<file path="config.mk">
export PLATFORM = sky130hd
export DESIGN_NAME = ppm_p6_stream_parser_flat
export DESIGN_NICKNAME = d
export VERILOG_FILES = /design/src/hw/rtl/ppm_pkg.sv /design/src/hw/rtl/ppm_byte_if.sv /design/src/hw/rtl/ppm_res_if.sv /design/src/hw/rtl/ppm_p6_stream_parser.sv /design/src/hw/rtl/ppm_front.sv /design/src/hw/rtl/ppm_queue.sv /design/src/hw/rtl/ppm_scale.sv /design/src/hw/rtl/ppm_back.sv /design/src/flat_wrapper.sv
export SDC_FILE = /design/constraint.sdc
export NUM_CORES = 1
export LEC_CHECK = 0
export BUFFER_PORTS_ARGS = -buffer_cell sky130_fd_sc_hd__buf_2
export CORE_ASPECT_RATIO = 1.4
export CORE_MARGIN = 4
export CORE_UTILIZATION = 40
export CTS_CLUSTER_DIAMETER = 120
export CTS_CLUSTER_SIZE = 10
export DETAILED_ROUTE_END_ITERATION = 8
export PLACE_DENSITY = 0.57
export SETUP_SLACK_MARGIN = 0.2
export SYNTH_ARGS = -nofsm -noshare
export SYNTH_HDL_FRONTEND = slang
export SYNTH_SLANG_ARGS = --single-unit
</file>
<file path="constraint.sdc">
create_clock -name clk_i -period 7.75 [get_ports clk_i]
set_input_delay 0.3875 -clock clk_i [delete_from_list [all_inputs] [get_ports clk_i]]
set_output_delay 0.3875 -clock clk_i [all_outputs]
set_load 0.02 [all_outputs]
</file>
<file path="src/hw/rtl/ppm_pkg.sv">
// Shared types and constants of the P6 stream parser.
package ppm_pkg;

  typedef enum logic [1:0] {
    KIND_HEADER = 2'd0,
    KIND_PIXEL  = 2'd1,
    KIND_ERROR  = 2'd2
  } kind_e;

  typedef enum logic [1:0] {
    ERR_MAGIC  = 2'd0,
    ERR_NUMBER = 2'd1,
    ERR_RANGE  = 2'd2,
    ERR_SHORT  = 2'd3
  } err_e;

  typedef enum logic [3:0] {
    PH_P, PH_6,
    PH_W_SKIP, PH_W_DIG,
    PH_H_SKIP, PH_H_DIG,
    PH_M_SKIP, PH_M_DIG,
    PH_PIX, PH_WAIT
  } phase_e;

  typedef enum logic [1:0] {
    BK_IDLE,
    BK_SCALE,
    BK_EMIT,
    BK_ERR
  } back_e;

  localparam logic [7:0] CH_P     = 8'h50;
  localparam logic [7:0] CH_6     = 8'h36;
  localparam logic [7:0] CH_HASH  = 8'h23;
  localparam logic [7:0] CH_LF    = 8'h0a;
  localparam logic [7:0] CH_CR    = 8'h0d;
  localparam logic [7:0] CH_TAB   = 8'h09;
  localparam logic [7:0] CH_SPACE = 8'h20;
  localparam logic [7:0] CH_ZERO  = 8'h30;
  localparam logic [7:0] CH_NINE  = 8'h39;

  localparam int SAMPLE_LIMIT = 255;

  localparam int QDEPTH  = 4;
  localparam int QPTR_W  = 2;

  localparam int SCALE_STEPS = 16;
  localparam int SCALE_CNT_W = 5;

  // One queue entry: a primary result, optionally followed by an
  // incomplete-data error.
  typedef struct packed {
    kind_e       kind;
    err_e        code;
    logic        err_after;
    logic [7:0]  red;
    logic [7:0]  green;
    logic [7:0]  blue;
    logic [11:0] row;
    logic [11:0] col;
    logic [12:0] width;
    logic [12:0] height;
    logic [7:0]  max_sample;
    logic        last_pixel;
  } qent_t;

  typedef struct packed {
    logic  push;
    qent_t ent;
  } q_wr_t;

  typedef struct packed {
    logic  valid;
    qent_t ent;
  } q_rd_t;

  typedef struct packed {
    kind_e       kind;
    err_e        error_code;
    logic [15:0] red;
    logic [15:0] green;
    logic [15:0] blue;
    logic [11:0] row_bottom_up;
    logic [11:0] column;
    logic [12:0] width;
    logic [12:0] height;
    logic [7:0]  max_sample;
    logic        last_pixel;
  } res_t;

endpackage

</file>
<file path="src/hw/rtl/ppm_byte_if.sv">
// Input byte channel of the P6 stream parser.
interface ppm_byte_if;
  logic       valid;
  logic       ready;
  logic [7:0] data_byte;
  logic       last_byte;

  modport source (output valid, output data_byte, output last_byte, input ready);
  modport sink   (input valid, input data_byte, input last_byte, output ready);
endinterface

</file>
<file path="src/hw/rtl/ppm_res_if.sv">
// Result channel of the P6 stream parser.
interface ppm_res_if;
  logic        valid;
  logic        ready;
  logic [1:0]  kind;
  logic [1:0]  error_code;
  logic [15:0] red;
  logic [15:0] green;
  logic [15:0] blue;
  logic [11:0] row_bottom_up;
  logic [11:0] column;
  logic [12:0] width;
  logic [12:0] height;
  logic [7:0]  max_sample;
  logic        last_pixel;

  modport source (
    output valid, input ready,
    output kind, output error_code, output red, output green, output blue,
    output row_bottom_up, output column, output width, output height,
    output max_sample, output last_pixel
  );
  modport sink (
    input valid, output ready,
    input kind, input error_code, input red, input green, input blue,
    input row_bottom_up, input column, input width, input height,
    input max_sample, input last_pixel
  );
endinterface

</file>
<file path="src/hw/rtl/ppm_p6_stream_parser.sv">
// Top level of the streaming binary PPM (P6) parser.
//
// Takes one byte of a P6 buffer per request on byte_i, with last_byte set on
// the buffer's final byte, and returns header, pixel and error results on
// res_o. The header (magic "P6", decimal width, height and maximum sample,
// separated by whitespace and '#' comments running to CR or LF) is checked
// against MAX_DIM and 255; one whitespace byte after the maximum sample is
// eaten, then RGB byte triples become pixels with a bottom-up row and a
// column, each sample scaled to round(s*65535/max) and saturated. After an
// error nothing more is reported until the final byte; bytes after the
// image are ignored; the final byte always returns the parser to the start.
// Rate: the parser front end takes one byte per cycle as long as its
// four-entry queue has room. The back end takes one queue entry at a
// time: a header or error result goes from idle straight to emit, a pixel
// first through the scale state, where the 16-step bit-serial divider
// does the scaling (three in parallel, one per color); an incomplete-data
// error that trails a result follows from the error state after emit.
// Results wait in a single output register; while one is held off by
// res_o.ready the front end keeps parsing until the queue is full.
module ppm_p6_stream_parser #(
  parameter int MAX_DIM = 4096
) (
  input  logic       clk_i,
  input  logic       rst_ni,
  ppm_byte_if.sink   byte_i,
  ppm_res_if.source  res_o
);

  ppm_pkg::q_wr_t q_wr;
  ppm_pkg::q_rd_t q_rd;
  logic           q_full;
  logic           q_pop;

  // parser: header state machine and pixel gathering
  ppm_front #(
    .MAX_DIM(MAX_DIM)
  ) u_front (
    .clk_i,
    .rst_ni,
    .byte_i,
    .q_full_i(q_full),
    .q_wr_o  (q_wr)
  );

  // decouples parsing from scaling
  ppm_queue u_queue (
    .clk_i,
    .rst_ni,
    .q_wr_i(q_wr),
    .full_o(q_full),
    .pop_i (q_pop),
    .q_rd_o(q_rd)
  );

  // scaling and result output
  ppm_back u_back (
    .clk_i,
    .rst_ni,
    .q_rd_i(q_rd),
    .pop_o (q_pop),
    .res_o
  );

`ifndef SYNTHESIS
  a_no_push_full : assert property (@(posedge clk_i) disable iff (!rst_ni)
    q_wr.push |-> !q_full)
    else $error("queue request while full");

  a_no_pop_empty : assert property (@(posedge clk_i) disable iff (!rst_ni)
    q_pop |-> q_rd.valid)
    else $error("queue pop while empty");

  a_quiet_fields : assert property (@(posedge clk_i) disable iff (!rst_ni)
    (res_o.valid && (res_o.kind != ppm_pkg::KIND_PIXEL)) |->
      (res_o.red == 16'd0 && res_o.green == 16'd0 && res_o.blue == 16'd0 &&
       res_o.last_pixel == 1'b0))
    else $error("pixel fields set on a non-pixel result");
`endif

endmodule

</file>
<file path="src/hw/rtl/ppm_front.sv">
// Byte parser: header state machine, pixel gathering, queue requests.
module ppm_front #(
  parameter int MAX_DIM = 4096
) (
  input  logic             clk_i,
  input  logic             rst_ni,
  ppm_byte_if.sink         byte_i,
  input  logic             q_full_i,
  output ppm_pkg::q_wr_t   q_wr_o
);

  localparam int NUM_CAP = (MAX_DIM > ppm_pkg::SAMPLE_LIMIT) ? MAX_DIM : ppm_pkg::SAMPLE_LIMIT;
  localparam int AW      = $clog2(NUM_CAP + 1);
  localparam int CW      = (MAX_DIM > 1) ? $clog2(MAX_DIM) : 1;
  localparam logic [AW-1:0] DIM_LIM  = AW'(MAX_DIM);
  localparam logic [AW-1:0] SAMP_LIM = AW'(ppm_pkg::SAMPLE_LIMIT);
  localparam logic [AW+3:0] CAP_V    = (AW+4)'(NUM_CAP);

  ppm_pkg::phase_e phase_q, phase_d;
  logic            inc_q, inc_d;
  logic [AW-1:0]   acc_q, acc_d;
  logic            big_q, big_d;
  logic [AW-1:0]   w_q, w_d;
  logic [AW-1:0]   h_q, h_d;
  logic [1:0]      ch_q, ch_d;
  logic [15:0]     rg_q, rg_d;
  logic [CW-1:0]   col_q, col_d;
  logic [CW-1:0]   row_q, row_d;

  logic [7:0]    c;
  logic          last, take;
  logic          is_ws, is_dig, is_hash, is_eol, is_mgrp;
  logic [3:0]    dval;
  logic [AW+3:0] sum;
  logic          add_big, big_add;
  logic [AW-1:0] acc_add, lim;
  logic          bad_cur, bad_add, bad_dig;
  logic          skip_err, skip_dig;
  logic [AW:0]   col_nx, row_nx;
  logic          col_wrap, lp;
  logic [AW-1:0] row_calc;

  logic            te, hdr, end_hdr, end_ev, pb, pix_ev, hdr_out;
  ppm_pkg::err_e   te_code, end_code;
  logic [AW-1:0]   hdr_m;

  assign c    = byte_i.data_byte;
  assign last = byte_i.last_byte;
  assign byte_i.ready = !q_full_i;
  assign take = byte_i.valid && !q_full_i;

  assign is_ws   = (c == ppm_pkg::CH_SPACE) || (c >= ppm_pkg::CH_TAB && c <= ppm_pkg::CH_CR);
  assign is_dig  = (c >= ppm_pkg::CH_ZERO) && (c <= ppm_pkg::CH_NINE);
  assign is_hash = (c == ppm_pkg::CH_HASH);
  assign is_eol  = (c == ppm_pkg::CH_LF) || (c == ppm_pkg::CH_CR);
  assign dval    = c[3:0];
  assign is_mgrp = (phase_q == ppm_pkg::PH_M_SKIP) || (phase_q == ppm_pkg::PH_M_DIG);
  assign lim     = is_mgrp ? SAMP_LIM : DIM_LIM;

  // Decimal accumulate; past the cap only the overflow flag moves.
  assign sum     = (AW+4)'(acc_q) * (AW+4)'(10) + (AW+4)'(dval);
  assign add_big = sum > CAP_V;
  assign acc_add = add_big ? acc_q : AW'(sum);
  assign big_add = big_q | add_big;

  assign bad_cur = big_q || (acc_q == '0) || (acc_q > lim);
  assign bad_add = big_add || (acc_add == '0) || (acc_add > lim);
  assign bad_dig = (dval == 4'd0) || (AW'(dval) > lim);

  assign skip_dig = !inc_q && is_dig;
  assign skip_err = !inc_q && !is_ws && !is_hash && !is_dig;

  assign col_nx   = (AW+1)'(col_q) + (AW+1)'(1);
  assign row_nx   = (AW+1)'(row_q) + (AW+1)'(1);
  assign col_wrap = col_nx >= (AW+1)'(w_q);
  assign lp       = col_wrap && (row_nx >= (AW+1)'(h_q));
  assign row_calc = h_q - AW'(1) - AW'(row_q);

  // Classification of the byte: errors, results and end-of-buffer outcome.
  always_comb begin
    te       = 1'b0;
    te_code  = ppm_pkg::ERR_MAGIC;
    hdr      = 1'b0;
    end_hdr  = 1'b0;
    end_ev   = 1'b0;
    end_code = ppm_pkg::ERR_MAGIC;
    hdr_m    = acc_q;
    pb       = 1'b0;
    unique case (phase_q) inside
      ppm_pkg::PH_P: begin
        te       = (c != ppm_pkg::CH_P);
        end_ev   = 1'b1;
        end_code = ppm_pkg::ERR_MAGIC;
      end
      ppm_pkg::PH_6: begin
        te       = (c != ppm_pkg::CH_6);
        end_ev   = 1'b1;
        end_code = ppm_pkg::ERR_NUMBER;
      end
      ppm_pkg::PH_W_SKIP, ppm_pkg::PH_H_SKIP, ppm_pkg::PH_M_SKIP: begin
        te       = skip_err;
        te_code  = ppm_pkg::ERR_NUMBER;
        end_ev   = 1'b1;
        end_code = ppm_pkg::ERR_NUMBER;
        if (skip_dig) begin
          if (bad_dig) begin
            end_code = ppm_pkg::ERR_RANGE;
          end else if (is_mgrp) begin
            end_hdr  = 1'b1;
            hdr_m    = AW'(dval);
            end_code = ppm_pkg::ERR_SHORT;
          end
        end
      end
      ppm_pkg::PH_W_DIG, ppm_pkg::PH_H_DIG, ppm_pkg::PH_M_DIG: begin
        if (is_dig) begin
          end_ev = 1'b1;
          if (bad_add) begin
            end_code = ppm_pkg::ERR_RANGE;
          end else if (is_mgrp) begin
            end_hdr  = 1'b1;
            hdr_m    = acc_add;
            end_code = ppm_pkg::ERR_SHORT;
          end else begin
            end_code = ppm_pkg::ERR_NUMBER;
          end
        end else if (bad_cur) begin
          te      = 1'b1;
          te_code = ppm_pkg::ERR_RANGE;
        end else if (is_mgrp) begin
          hdr      = 1'b1;
          pb       = !is_ws;
          end_ev   = 1'b1;
          end_code = ppm_pkg::ERR_SHORT;
        end else begin
          // number ended by this byte, which then starts the next skip
          te       = !is_ws && !is_hash;
          te_code  = ppm_pkg::ERR_NUMBER;
          end_ev   = 1'b1;
          end_code = ppm_pkg::ERR_NUMBER;
        end
      end
      ppm_pkg::PH_PIX: begin
        pb       = 1'b1;
        end_ev   = !((ch_q == 2'd2) && lp);
        end_code = ppm_pkg::ERR_SHORT;
      end
      default: begin
      end
    endcase
  end

  assign pix_ev  = pb && (ch_q == 2'd2);
  assign hdr_out = hdr || (last && end_hdr);

  // Queue request built from the classification.
  always_comb begin
    q_wr_o = '0;
    if (te) begin
      q_wr_o.push     = take;
      q_wr_o.ent.kind = ppm_pkg::KIND_ERROR;
      q_wr_o.ent.code = te_code;
    end else if (hdr_out) begin
      q_wr_o.push           = take;
      q_wr_o.ent.kind       = ppm_pkg::KIND_HEADER;
      q_wr_o.ent.err_after  = last && end_ev;
      q_wr_o.ent.width      = 13'(w_q);
      q_wr_o.ent.height     = 13'(h_q);
      q_wr_o.ent.max_sample = 8'(hdr_m);
    end else if (pix_ev) begin
      q_wr_o.push           = take;
      q_wr_o.ent.kind       = ppm_pkg::KIND_PIXEL;
      q_wr_o.ent.err_after  = last && end_ev;
      q_wr_o.ent.red        = rg_q[15:8];
      q_wr_o.ent.green      = rg_q[7:0];
      q_wr_o.ent.blue       = c;
      q_wr_o.ent.row        = 12'(row_calc);
      q_wr_o.ent.col        = 12'(col_q);
      q_wr_o.ent.last_pixel = lp;
    end else if (last && end_ev) begin
      q_wr_o.push     = take;
      q_wr_o.ent.kind = ppm_pkg::KIND_ERROR;
      q_wr_o.ent.code = end_code;
    end
  end

  // Next state.
  always_comb begin
    phase_d = phase_q;
    inc_d   = inc_q;
    acc_d   = acc_q;
    big_d   = big_q;
    w_d     = w_q;
    h_d     = h_q;
    ch_d    = ch_q;
    rg_d    = rg_q;
    col_d   = col_q;
    row_d   = row_q;
    if (take) begin
      unique case (phase_q) inside
        ppm_pkg::PH_P: phase_d = ppm_pkg::PH_6;
        ppm_pkg::PH_6: phase_d = ppm_pkg::PH_W_SKIP;
        ppm_pkg::PH_W_SKIP, ppm_pkg::PH_H_SKIP, ppm_pkg::PH_M_SKIP: begin
          if (inc_q) begin
            if (is_eol) inc_d = 1'b0;
          end else if (is_hash) begin
            inc_d = 1'b1;
          end else if (is_dig) begin
            acc_d   = AW'(dval);
            big_d   = 1'b0;
            phase_d = (phase_q == ppm_pkg::PH_W_SKIP) ? ppm_pkg::PH_W_DIG :
                      (phase_q == ppm_pkg::PH_H_SKIP) ? ppm_pkg::PH_H_DIG :
                                                        ppm_pkg::PH_M_DIG;
          end
        end
        ppm_pkg::PH_W_DIG, ppm_pkg::PH_H_DIG, ppm_pkg::PH_M_DIG: begin
          if (is_dig) begin
            acc_d = acc_add;
            big_d = big_add;
          end else if (phase_q == ppm_pkg::PH_W_DIG) begin
            w_d     = acc_q;
            inc_d   = is_hash;
            phase_d = ppm_pkg::PH_H_SKIP;
          end else if (phase_q == ppm_pkg::PH_H_DIG) begin
            h_d     = acc_q;
            inc_d   = is_hash;
            phase_d = ppm_pkg::PH_M_SKIP;
          end else begin
            inc_d   = 1'b0;
            phase_d = ppm_pkg::PH_PIX;
          end
        end
        default: begin
        end
      endcase
      if (pb) begin
        unique case (ch_q)
          2'd0: begin
            rg_d[15:8] = c;
            ch_d       = 2'd1;
          end
          2'd1: begin
            rg_d[7:0] = c;
            ch_d      = 2'd2;
          end
          default: begin
            ch_d = 2'd0;
            if (lp) begin
              phase_d = ppm_pkg::PH_WAIT;
            end else if (col_wrap) begin
              col_d = '0;
              row_d = row_q + CW'(1);
            end else begin
              col_d = CW'(col_nx);
            end
          end
        endcase
      end
      if (te) phase_d = ppm_pkg::PH_WAIT;
      if (last) begin
        phase_d = ppm_pkg::PH_P;
        inc_d   = 1'b0;
        acc_d   = '0;
        big_d   = 1'b0;
        w_d     = '0;
        h_d     = '0;
        ch_d    = 2'd0;
        rg_d    = '0;
        col_d   = '0;
        row_d   = '0;
      end
    end
  end

  always_ff @(posedge clk_i or negedge rst_ni) begin
    if (!rst_ni) begin
      phase_q <= ppm_pkg::PH_P;
      inc_q   <= 1'b0;
      acc_q   <= '0;
      big_q   <= 1'b0;
      w_q     <= '0;
      h_q     <= '0;
      ch_q    <= 2'd0;
      rg_q    <= '0;
      col_q   <= '0;
      row_q   <= '0;
    end else begin
      phase_q <= phase_d;
      inc_q   <= inc_d;
      acc_q   <= acc_d;
      big_q   <= big_d;
      w_q     <= w_d;
      h_q     <= h_d;
      ch_q    <= ch_d;
      rg_q    <= rg_d;
      col_q   <= col_d;
      row_q   <= row_d;
    end
  end

endmodule

</file>
<file path="src/hw/rtl/ppm_queue.sv">
// Short entry queue between the parser and the result sequencer.
module ppm_queue (
  input  logic           clk_i,
  input  logic           rst_ni,
  input  ppm_pkg::q_wr_t q_wr_i,
  output logic           full_o,
  input  logic           pop_i,
  output ppm_pkg::q_rd_t q_rd_o
);

  ppm_pkg::qent_t             mem_q [ppm_pkg::QDEPTH];
  logic [ppm_pkg::QPTR_W-1:0] wp_q, rp_q;
  logic [ppm_pkg::QPTR_W:0]   cnt_q;
  logic                       push, pop;

  assign full_o       = (cnt_q == (ppm_pkg::QPTR_W+1)'(ppm_pkg::QDEPTH));
  assign q_rd_o.valid = (cnt_q != '0);
  assign q_rd_o.ent   = mem_q[rp_q];
  assign push         = q_wr_i.push && !full_o;
  assign pop          = pop_i && q_rd_o.valid;

  always_ff @(posedge clk_i or negedge rst_ni) begin
    if (!rst_ni) begin
      wp_q  <= '0;
      rp_q  <= '0;
      cnt_q <= '0;
    end else begin
      if (push) wp_q <= wp_q + ppm_pkg::QPTR_W'(1);
      if (pop)  rp_q <= rp_q + ppm_pkg::QPTR_W'(1);
      cnt_q <= cnt_q + (ppm_pkg::QPTR_W+1)'(push) - (ppm_pkg::QPTR_W+1)'(pop);
    end
  end

  always_ff @(posedge clk_i) begin
    if (push) mem_q[wp_q] <= q_wr_i.ent;
  end

endmodule

</file>
<file path="src/hw/rtl/ppm_scale.sv">
// Sample scaler: round(s*65535/max) by restoring division, one bit a cycle.
module ppm_scale (
  input  logic        clk_i,
  input  logic        rst_ni,
  input  logic        start_i,
  input  logic [7:0]  sample_i,
  input  logic [7:0]  max_i,
  output logic        busy_o,
  output logic [15:0] value_o
);

  logic [ppm_pkg::SCALE_CNT_W-1:0] cnt_q;
  logic [8:0]  rem_q, rem_d;
  logic [8:0]  div_q;
  logic [15:0] lo_q, quo_q;
  logic        sat_q;
  logic [24:0] num;
  logic [9:0]  trial;
  logic        ge;

  // 2*s*65535 + max, as s<<17 - s<<1 + max
  assign num   = (25'(sample_i) << 17) - (25'(sample_i) << 1) + 25'(max_i);
  assign trial = {rem_q, lo_q[15]};
  assign ge    = trial >= {1'b0, div_q};
  assign rem_d = ge ? 9'(trial - {1'b0, div_q}) : trial[8:0];

  assign busy_o  = (cnt_q != '0);
  assign value_o = sat_q ? 16'hffff : quo_q;

  always_ff @(posedge clk_i or negedge rst_ni) begin
    if (!rst_ni) begin
      cnt_q <= '0;
    end else if (start_i) begin
      cnt_q <= ppm_pkg::SCALE_CNT_W'(ppm_pkg::SCALE_STEPS);
    end else if (busy_o) begin
      cnt_q <= cnt_q - ppm_pkg::SCALE_CNT_W'(1);
    end
  end

  always_ff @(posedge clk_i) begin
    if (start_i) begin
      // at or above max the quotient is 65535 or more
      sat_q <= (sample_i >= max_i);
      div_q <= {max_i, 1'b0};
      rem_q <= num[24:16];
      lo_q  <= num[15:0];
      quo_q <= '0;
    end else if (busy_o) begin
      rem_q <= rem_d;
      lo_q  <= {lo_q[14:0], 1'b0};
      quo_q <= {quo_q[14:0], ge};
    end
  end

endmodule

</file>
<file path="src/hw/rtl/ppm_back.sv">
// Result sequencer: pops entries, scales pixels, drives the result register.
module ppm_back (
  input  logic           clk_i,
  input  logic           rst_ni,
  input  ppm_pkg::q_rd_t q_rd_i,
  output logic           pop_o,
  ppm_res_if.source      res_o
);

  ppm_pkg::back_e st_q, st_d;
  ppm_pkg::qent_t ent_q;
  ppm_pkg::res_t  out_q, out_d;
  logic [7:0]     m_q;
  logic           ov_q;
  logic           slot_free, start, load;
  logic [2:0]     busy;
  logic [15:0]    red_s, green_s, blue_s;

  assign slot_free = !ov_q || res_o.ready;

  ppm_scale u_scale_r (
    .clk_i, .rst_ni, .start_i(start), .sample_i(q_rd_i.ent.red), .max_i(m_q),
    .busy_o(busy[0]), .value_o(red_s)
  );
  ppm_scale u_scale_g (
    .clk_i, .rst_ni, .start_i(start), .sample_i(q_rd_i.ent.green), .max_i(m_q),
    .busy_o(busy[1]), .value_o(green_s)
  );
  ppm_scale u_scale_b (
    .clk_i, .rst_ni, .start_i(start), .sample_i(q_rd_i.ent.blue), .max_i(m_q),
    .busy_o(busy[2]), .value_o(blue_s)
  );

  // Next state.
  always_comb begin
    st_d = st_q;
    unique case (st_q)
      ppm_pkg::BK_IDLE: begin
        if (q_rd_i.valid) begin
          st_d = (q_rd_i.ent.kind == ppm_pkg::KIND_PIXEL) ? ppm_pkg::BK_SCALE
                                                          : ppm_pkg::BK_EMIT;
        end
      end
      ppm_pkg::BK_SCALE: if (busy == 3'b000) st_d = ppm_pkg::BK_EMIT;
      ppm_pkg::BK_EMIT: begin
        if (slot_free) st_d = ent_q.err_after ? ppm_pkg::BK_ERR : ppm_pkg::BK_IDLE;
      end
      ppm_pkg::BK_ERR: if (slot_free) st_d = ppm_pkg::BK_IDLE;
      default: st_d = ppm_pkg::BK_IDLE;
    endcase
  end

  // Outputs.
  always_comb begin
    pop_o = (st_q == ppm_pkg::BK_IDLE) && q_rd_i.valid;
    start = pop_o && (q_rd_i.ent.kind == ppm_pkg::KIND_PIXEL);
    load  = ((st_q == ppm_pkg::BK_EMIT) || (st_q == ppm_pkg::BK_ERR)) && slot_free;
    out_d = '0;
    if (st_q == ppm_pkg::BK_ERR) begin
      out_d.kind       = ppm_pkg::KIND_ERROR;
      out_d.error_code = ppm_pkg::ERR_SHORT;
    end else begin
      out_d.kind = ent_q.kind;
      case (ent_q.kind)
        ppm_pkg::KIND_HEADER: begin
          out_d.width      = ent_q.width;
          out_d.height     = ent_q.height;
          out_d.max_sample = ent_q.max_sample;
        end
        ppm_pkg::KIND_PIXEL: begin
          out_d.red           = red_s;
          out_d.green         = green_s;
          out_d.blue          = blue_s;
          out_d.row_bottom_up = ent_q.row;
          out_d.column        = ent_q.col;
          out_d.last_pixel    = ent_q.last_pixel;
        end
        default: out_d.error_code = ent_q.code;
      endcase
    end
  end

  always_ff @(posedge clk_i or negedge rst_ni) begin
    if (!rst_ni) begin
      st_q <= ppm_pkg::BK_IDLE;
      ov_q <= 1'b0;
    end else begin
      st_q <= st_d;
      if (load) begin
        ov_q <= 1'b1;
      end else if (res_o.ready) begin
        ov_q <= 1'b0;
      end
    end
  end

  always_ff @(posedge clk_i) begin
    if (pop_o) ent_q <= q_rd_i.ent;
    if (pop_o && (q_rd_i.ent.kind == ppm_pkg::KIND_HEADER)) m_q <= q_rd_i.ent.max_sample;
    if (load) out_q <= out_d;
  end

  assign res_o.valid         = ov_q;
  assign res_o.kind          = out_q.kind;
  assign res_o.error_code    = out_q.error_code;
  assign res_o.red           = out_q.red;
  assign res_o.green         = out_q.green;
  assign res_o.blue          = out_q.blue;
  assign res_o.row_bottom_up = out_q.row_bottom_up;
  assign res_o.column        = out_q.column;
  assign res_o.width         = out_q.width;
  assign res_o.height        = out_q.height;
  assign res_o.max_sample    = out_q.max_sample;
  assign res_o.last_pixel    = out_q.last_pixel;

endmodule

</file>
<file path="src/flat_wrapper.sv">
// flat-port wrapper written by rule: the top's interface ports become plain ports
module ppm_p6_stream_parser_flat 
#(
  parameter int MAX_DIM = 4096
)
  (clk_i, rst_ni, byte_i_valid, byte_i_data_byte, byte_i_last_byte, byte_i_ready, res_o_valid, res_o_ready, res_o_kind, res_o_error_code, res_o_red, res_o_green, res_o_blue, res_o_row_bottom_up, res_o_column, res_o_width, res_o_height, res_o_max_sample, res_o_last_pixel);
  ppm_byte_if byte_i_i ();
  ppm_res_if res_o_i ();
  input  logic clk_i;
  input  logic rst_ni;
  input wire logic [$bits(byte_i_i.valid)-1:0] byte_i_valid;
  input wire logic [$bits(byte_i_i.data_byte)-1:0] byte_i_data_byte;
  input wire logic [$bits(byte_i_i.last_byte)-1:0] byte_i_last_byte;
  output wire logic [$bits(byte_i_i.ready)-1:0] byte_i_ready;
  output wire logic [$bits(res_o_i.valid)-1:0] res_o_valid;
  input wire logic [$bits(res_o_i.ready)-1:0] res_o_ready;
  output wire logic [$bits(res_o_i.kind)-1:0] res_o_kind;
  output wire logic [$bits(res_o_i.error_code)-1:0] res_o_error_code;
  output wire logic [$bits(res_o_i.red)-1:0] res_o_red;
  output wire logic [$bits(res_o_i.green)-1:0] res_o_green;
  output wire logic [$bits(res_o_i.blue)-1:0] res_o_blue;
  output wire logic [$bits(res_o_i.row_bottom_up)-1:0] res_o_row_bottom_up;
  output wire logic [$bits(res_o_i.column)-1:0] res_o_column;
  output wire logic [$bits(res_o_i.width)-1:0] res_o_width;
  output wire logic [$bits(res_o_i.height)-1:0] res_o_height;
  output wire logic [$bits(res_o_i.max_sample)-1:0] res_o_max_sample;
  output wire logic [$bits(res_o_i.last_pixel)-1:0] res_o_last_pixel;
  assign byte_i_i.valid = byte_i_valid;
  assign byte_i_i.data_byte = byte_i_data_byte;
  assign byte_i_i.last_byte = byte_i_last_byte;
  assign byte_i_ready = byte_i_i.ready;
  assign res_o_valid = res_o_i.valid;
  assign res_o_i.ready = res_o_ready;
  assign res_o_kind = res_o_i.kind;
  assign res_o_error_code = res_o_i.error_code;
  assign res_o_red = res_o_i.red;
  assign res_o_green = res_o_i.green;
  assign res_o_blue = res_o_i.blue;
  assign res_o_row_bottom_up = res_o_i.row_bottom_up;
  assign res_o_column = res_o_i.column;
  assign res_o_width = res_o_i.width;
  assign res_o_height = res_o_i.height;
  assign res_o_max_sample = res_o_i.max_sample;
  assign res_o_last_pixel = res_o_i.last_pixel;
  ppm_p6_stream_parser #(.MAX_DIM(MAX_DIM)) u_core (.clk_i(clk_i), .rst_ni(rst_ni), .byte_i(byte_i_i), .res_o(res_o_i));
endmodule
</file>
==> impl_metrics.json, run 1 <==
{
  "hold_ws_ps": 72.4,
  "io_pins": 126,
  "max_cap_viol_count": 0,
  "path_clk_slew_ps": 60,
  "synth_area_per_cell_um2": 12.8,
  "die-area_mm2": 0.0952,
  "worstHoldPathType": "in2reg",
  "synth_seq_cells": 781,
  "wl_met3_um": 3280,
  "clock_sinks": 781,
  "viasPerCell": 5.28,
  "final_cell_mix": "edfxtp_1 (621), nand2_1 (298), nor2_1 (229)",
  "met1_length_um": 35600,
  "root_buffer": "clkbuf_16",
  "critPathLaunch": "u_core.u_front.acc_q[2]",
  "place_area_mm2": 0.0382,
  "grt_usage_pct": 18.1,
  "power.total_mw": 16.8,
  "syn_nets": 3007,
  "nets": 3149,
  "cts-htree-levels": 3,
  "setup-tns-final_ps": 0,
  "pre_cts_ws_ps": 602,
  "tritoncts": "yes",
  "hold_viol_final": 0,
  "min_period_ps": 6890,
  "syn_to_final_growth_pct": 13.2,
  "ys_seq_area_share_pct": 62.1,
  "max_stage_delay_ps": 620,
  "core-area_mm2": 0.0896,
  "syn-cell-area_mm2": 0.0361,
  "routed-wl-met2_um": 44800,
  "io_buffers": 125,
  "crit_type": "reg2reg",
  "initial_core_util_pct": 40.3,
  "cp_slowest_cell": "dfrtp_1",
  "drt_iter0_drc": 1334,
  "netlist-cell-type-count": 73,
  "drive_above_1_share_pct": 13.2,
  "layout.cells.non_filler": 4226,
  "place.gp.congestion": 0.877,
  "clock.fmax_mhz": 145,
  "clock_path_buffers": 3,
  "maxSlewHeadroom_pct": 23.0,
  "crit_arrival_ps": 7250,
  "worstSetupEndpointType": "register",
  "clock_latency_ps": 680,
  "final_max_slew_viol_count": 0,
  "routed_wl_um": 85800,
  "start_kind": "register",
  "clock_skew_ps": 35.2,
  "num_vias": 22300,
  "peakVddDrop_mv": 0.215,
  "finish.utilization_pct": 45.6,
  "tightest_slew_ps": 1150,
  "diodes": 0,
  "cts_buffers": 88,
  "fin_area_mm2": 0.0409,
  "cp_max_fo": 10,
  "die_h_um": 364,
  "required_ps": 8110,
  "status": "finished clean",
  "ys.flop_type": "edfxtp_1",
  "antenna_found_initial": 3,
  "dp_cells": 4056,
  "layout_commonest_cell": "edfxtp_1",
  "grt_pass1_wl_um": 134000,
  "hpwl_um": 59100,
  "synth-edff-count": 621,
  "ctsResizeCount": 0,
  "drc": 0,
  "dieWidth_um": 262,
  "holdCritStartpoint": "byte_i_data_byte[7]",
  "powerDensity_mw_per_mm2": 410,
  "top_layer": "met5",
  "grt-ovfl-total": 0,
  "drt-pass1-iter-count": 5,
  "synth_cells": 2821,
  "grt_pass1_vias": 23300,
  "ys_async_sr_fraction_pct": 14.3,
  "period_share_pct": 88.9,
  "grt_max_degree": 66,
  "p_leak_nw": 15.8,
  "rsz0062_at_grt": "false",
  "fill_cells": 7978,
  "worstPathCellList": "ha_1 > ha_1 > inv_1 > fa_1 > xor2_1 > a311oi_2 > nand2_1 > or4_1 > a2111o_1 > a21bo_1 > a221oi_4 > buf_12 > mux2_2 > ha_1 > a211oi_1 > a21oi_1 > nor3_1 > o21ai_0 > a21oi_1 > a21o_1 > and4_1 > mux2_2 > o21ai_0 > a21oi_1",
  "yosys_warnings": 0,
  "num_rows": 130,
  "fin_ws_ps": 858,
  "antenna_left": 0,
  "finalSetupViolCount": 0,
  "r2r_start": "u_core.u_front.acc_q[2]",
  "wl_per_cell_um": 20.3
}
[layer usage]
metal	vias up	global-route usage, %
met5	-	0
met4	4	5.32
met3	131	2.62
met2	486	32.9
met1	11100	22.2
li1	10600	-
[critical path: cells and delay by family (launching register included)]
kind,cells,cell delay [ps]
flip-flops,1,620
AO/OA/AOI/OAI,11,2420
buffers and inverters,2,250
XOR/XNOR,1,250
AND/OR/NAND/NOR,4,1130
adder cells (fa/ha/maj),4,1170
multiplexers,2,720
[sequential cells by signal, summed over array words and instances (netlist names), 16 cells and up]
signal	cells
u_core.u_back.ent_q	64
u_core.u_back.res_o.blue	16
u_core.u_back.res_o.green	16
u_core.u_back.res_o.red	16
u_core.u_back.u_scale_b.lo_q	16
u_core.u_back.u_scale_b.quo_q	16
u_core.u_back.u_scale_g.lo_q	16
u_core.u_back.u_scale_g.quo_q	16
u_core.u_back.u_scale_r.lo_q	16
u_core.u_back.u_scale_r.quo_q	16
u_core.u_front.rg_q	16
u_core.u_queue.mem_q	352
[cell usage after synthesis (9+ instances only)]
cell      number  area [µm²]
a22o_1        16         140
o31ai_1       17         128
clkbuf_1     102         383
mux4_2        88        1980
nor4_1        13        81.3
a31oi_1       12        75.1
nand2b_1      34         213
o21a_1        32         240
inv_1        140         526
nor2_1       230         863
ha_1         166        2080
and2_1       111         694
a211oi_1       9        67.6
a21oi_1      145         726
dfxtp_1       48         961
and3_1        50         313
xor2_1        22         193
xnor2_1       75         657
mux2i_1       20         200
o21ai_0      135         676
dfrtp_1      112        2800
edfxtp_1     621       18600
nor3_1        42         210
a21o_1        33         248
nand3_1       41         205
buf_1         10        37.5
nor2b_1       35         219
nand4_1       20         125
nand2_1      298        1120
or2_2         10        62.6
mux2_2        19         214
[path summary, 6_finish.rpt]
| path | endpoint | slack [ps] | cells past startpoint |
|---|---|---|---|
| worst max-delay path | u_core.u_queue.mem_q[1][5] | 860 | 24 |
| worst min-delay path | u_core.u_front.rg_q[15] | 70 | 2 |
| worst max register to register | u_core.u_queue.mem_q[1][5] | 860 | 24 |
| worst min register to register | u_core.u_back.u_scale_b.quo_q[15] | 460 | 2 |
| max in group asynchronous | u_core.u_front.acc_q[2] | 6010 | 3 |
| min in group asynchronous | u_core.u_back.u_scale_g.cnt_q[0] | 410 | 2 |
[cell families (layout without fill, tap and decap cells)]
| group | Yosys count | in the layout | share of synthesized area [%] |
|---|---|---|---|
| buf+inv | 261 | 478 | 2.76 |
| fa+ha+maj | 173 | 173 | 6.14 |
| simple gates | 917 | 917 | 12.1 |
| xor+xnor | 97 | 97 | 2.35 |
| mux | 127 | 127 | 6.64 |
| flops | 781 | 781 | 62.1 |
| compound gates | 465 | 465 | 7.97 |
[where the power goes]
| group | switching, mW | internal [mW] | total, mW |
|---|---|---|---|
| Clock | 1.67 | 2.17 | 3.84 |
| Combinational | 3.70 | 2.34 | 6.04 |
| Sequential | 0.625 | 6.25 | 6.87 |
| Total | 6.00 | 10.8 | 16.8 |
[what timing repair did]
item | in CTS | in global routing
hold buffers | 1 | 0
hold endpoints to repair | 54 | 0
setup endpoints to repair | 0 | 4
buffers inserted | 0 | 4
[cell type report]
type                            instances  area, µm²  area share (%)
Timing Repair Buffer                  172       1060            2.59
Multi-Input combinational cell       1779      12700            31.1
Clock inverter                          8        185           0.453
Sequential cell                       781      22400            54.9
Inverter                              141        533            1.30
Clock buffer                          157       2460            6.02
Tap cell                             1188       1490            3.64
No activity file was read; power rests on OpenSTA's default activity.
==> run 2: changes to the inputs <==
Settings changed: CORE_UTILIZATION 40 to 55, PLACE_DENSITY 0.57 to 0.74.
==> run 2 against run 1 <==
Compared with the run above: sequential power up 0.7%; sequential share of layout area up 0.81 points; clock power down 2%; critical path depth unchanged; clock-buffer cell count down 6; critical path type unchanged.
==> impl_metrics.json, run 2 (synthesis results as in run 1) <==
{
  "core-area_mm2": 0.0647,
  "diodes": 0,
  "routed_wl_um": 81700,
  "grt-ovfl-total": 0,
  "layout.cells.non_filler": 3858,
  "dieWidth_um": 225,
  "clock_sinks": 781,
  "antenna_found_initial": 0,
  "root_buffer": "clkbuf_16",
  "hpwl_um": 55200,
  "top_regs": "u_core.u_queue.mem_q x352, u_core.u_back.ent_q x64",
  "grt_usage_pct": 23.3,
  "setup-tns-final_ps": 0,
  "initial_core_util_pct": 55.8,
  "antenna_left": 0,
  "cp_num_buf_inv": 2,
  "peakVddDrop_mv": 0.305,
  "max_flop_register": "u_core.u_queue.mem_q",
  "die_h_um": 311,
  "worstHoldPathType": "in2reg",
  "grt_max_degree": 92,
  "status": "finished clean",
  "cts_buffers": 88,
  "clock_skew_ps": 50.3,
  "wl_per_cell_um": 21.2,
  "clock.fmax_mhz": 142,
  "num_vias": 22800,
  "max_cap_viol_count": 0,
  "final_cell_mix": "edfxtp_1 (621), nand2_1 (298), nor2_1 (229)",
  "worstPathCellList": "ha_1 > ha_1 > inv_1 > fa_1 > xor2_1 > a311oi_2 > nand2_1 > or4_1 > a2111o_1 > a21bo_1 > a221oi_4 > inv_1 > o31ai_1 > ha_1 > o21ai_0 > a21oi_1 > nor3_1 > o21ai_0 > a21oi_1 > a21o_1 > and4_1 > a31o_4 > o21ai_0 > a21oi_1",
  "fill_cells": 4796,
  "max_stage_delay_ps": 610,
  "dp_cells": 3698,
  "io_pins": 126,
  "grt_pass1_wl_um": 128000,
  "cpLargestDelayFamily": "compound AO/OA/AOI/OAI gates",
  "tightest_slew_ps": 1200,
  "layout_commonest_cell": "edfxtp_1",
  "drive_above_1_share_pct": 12.9,
  "drc": 0,
  "worstSetupEndpointType": "register",
  "powerDensity_mw_per_mm2": 414,
  "tritoncts": "yes",
  "finalSetupViolCount": 0,
  "syn_to_final_growth_pct": 11.5,
  "nets": 3135,
  "place.gp.congestion": 0.887,
  "clock_path_buffers": 3,
  "post-cts-setup-buffer-count": 0,
  "p_leak_nw": 15.7,
  "crit_arrival_ps": 7490,
  "largest_reg_flops": 352,
  "path_clk_slew_ps": 60,
  "period_share_pct": 90.9,
  "cp_slowest_cell": "o31ai_1",
  "final_max_slew_viol_count": 0,
  "start_kind": "register",
  "required_ps": 8190,
  "viasPerCell": 5.90,
  "num_rows": 110,
  "min_period_ps": 7040,
  "drt-pass1-iter-count": 7,
  "io_buffers": 125,
  "drt_iter0_drc": 1973,
  "clock_latency_ps": 670,
  "cp_max_fo": 28,
  "cts-htree-levels": 3,
  "crit_type": "reg2reg",
  "hold_viol_final": 0,
  "hold_ws_ps": 110,
  "die-area_mm2": 0.0699,
  "grt_pass1_vias": 23200,
  "maxSlewHeadroom_pct": 19.2,
  "rsz0062_at_grt": "false"
}
run 2: repair_timing:
action | 4_1_cts | 5_1_grt
endpoints found under the setup margin | 0 | 0
hold buffers | 1 | 0
endpoints found under the hold margin | 48 | 0
resized for setup | 0 | 0
run 2: final timing paths:
check	from	end	slack, ps	cells after the start
max in group asynchronous	rst_ni	u_core.u_front.col_q[7]	5960	3
min in group asynchronous	rst_ni	u_core.u_front.rg_q[14]	390	2
worst max-delay path	u_core.u_front.acc_q[0]	u_core.u_queue.mem_q[2][5]	710	24
worst max register to register	u_core.u_front.acc_q[0]	u_core.u_queue.mem_q[2][5]	710	24
worst min-delay path	res_o_ready	u_core.u_back.res_o.valid	110	3
worst min register to register	u_core.u_back.u_scale_g.quo_q[15]	u_core.u_back.u_scale_g.quo_q[15]	460	2
run 2: through the flow:
stage	total power, mW	setup slack, ps	utilization, %	area [µm²]
after floorplan	11.2	1520	-	36100
after detailed placement	13.0	830	58.2	37600
after global routing	17.7	311	62.3	40300
after global placement	12.7	903	58.2	37600
after CTS	16.8	787	62.3	40300
final	16.7	705	62.3	40300
run 2: power breakdown:
group | switching (mW) | leakage (nW) | internal, mW | total, mW
logic | 3.67 | 6.62 | 2.32 | 5.99
registers | 0.671 | 7.87 | 6.25 | 6.92
clock network | 1.61 | 1.24 | 2.16 | 3.77
run 2: cell type report:
type,instances,area [µm²],area share (%)
inverters,141,533,1.32
flip-flops and latches,781,22400,55.7
multi-input cells,1779,12700,31.6
clock inverters,8,174,0.432
well taps,840,1050,2.61
repair buffers,158,928,2.31
clock buffers,151,2450,6.08
run 2: tightest hold or removal path, delay by kind of cell:
kind | cells | cell delay (ps)
AND/OR/NAND/NOR | 2 | 250
buffers and inverters | 1 | 70
run 2: per-layer routing:
| layer | share of wire [%] | wire [µm] | vias up | global-route usage, % |
|---|---|---|---|---|
| li1 | - | - | 10500 | - |
| met1 | 39 | 32000 | 11300 | 28.8 |
| met2 | 52 | 42300 | 722 | 41.1 |
| met3 | 5.3 | 4320 | 172 | 3.35 |
| met4 | 3.9 | 3150 | 0 | 9.71 |
| met5 | 0 | 0 | - | 0 |
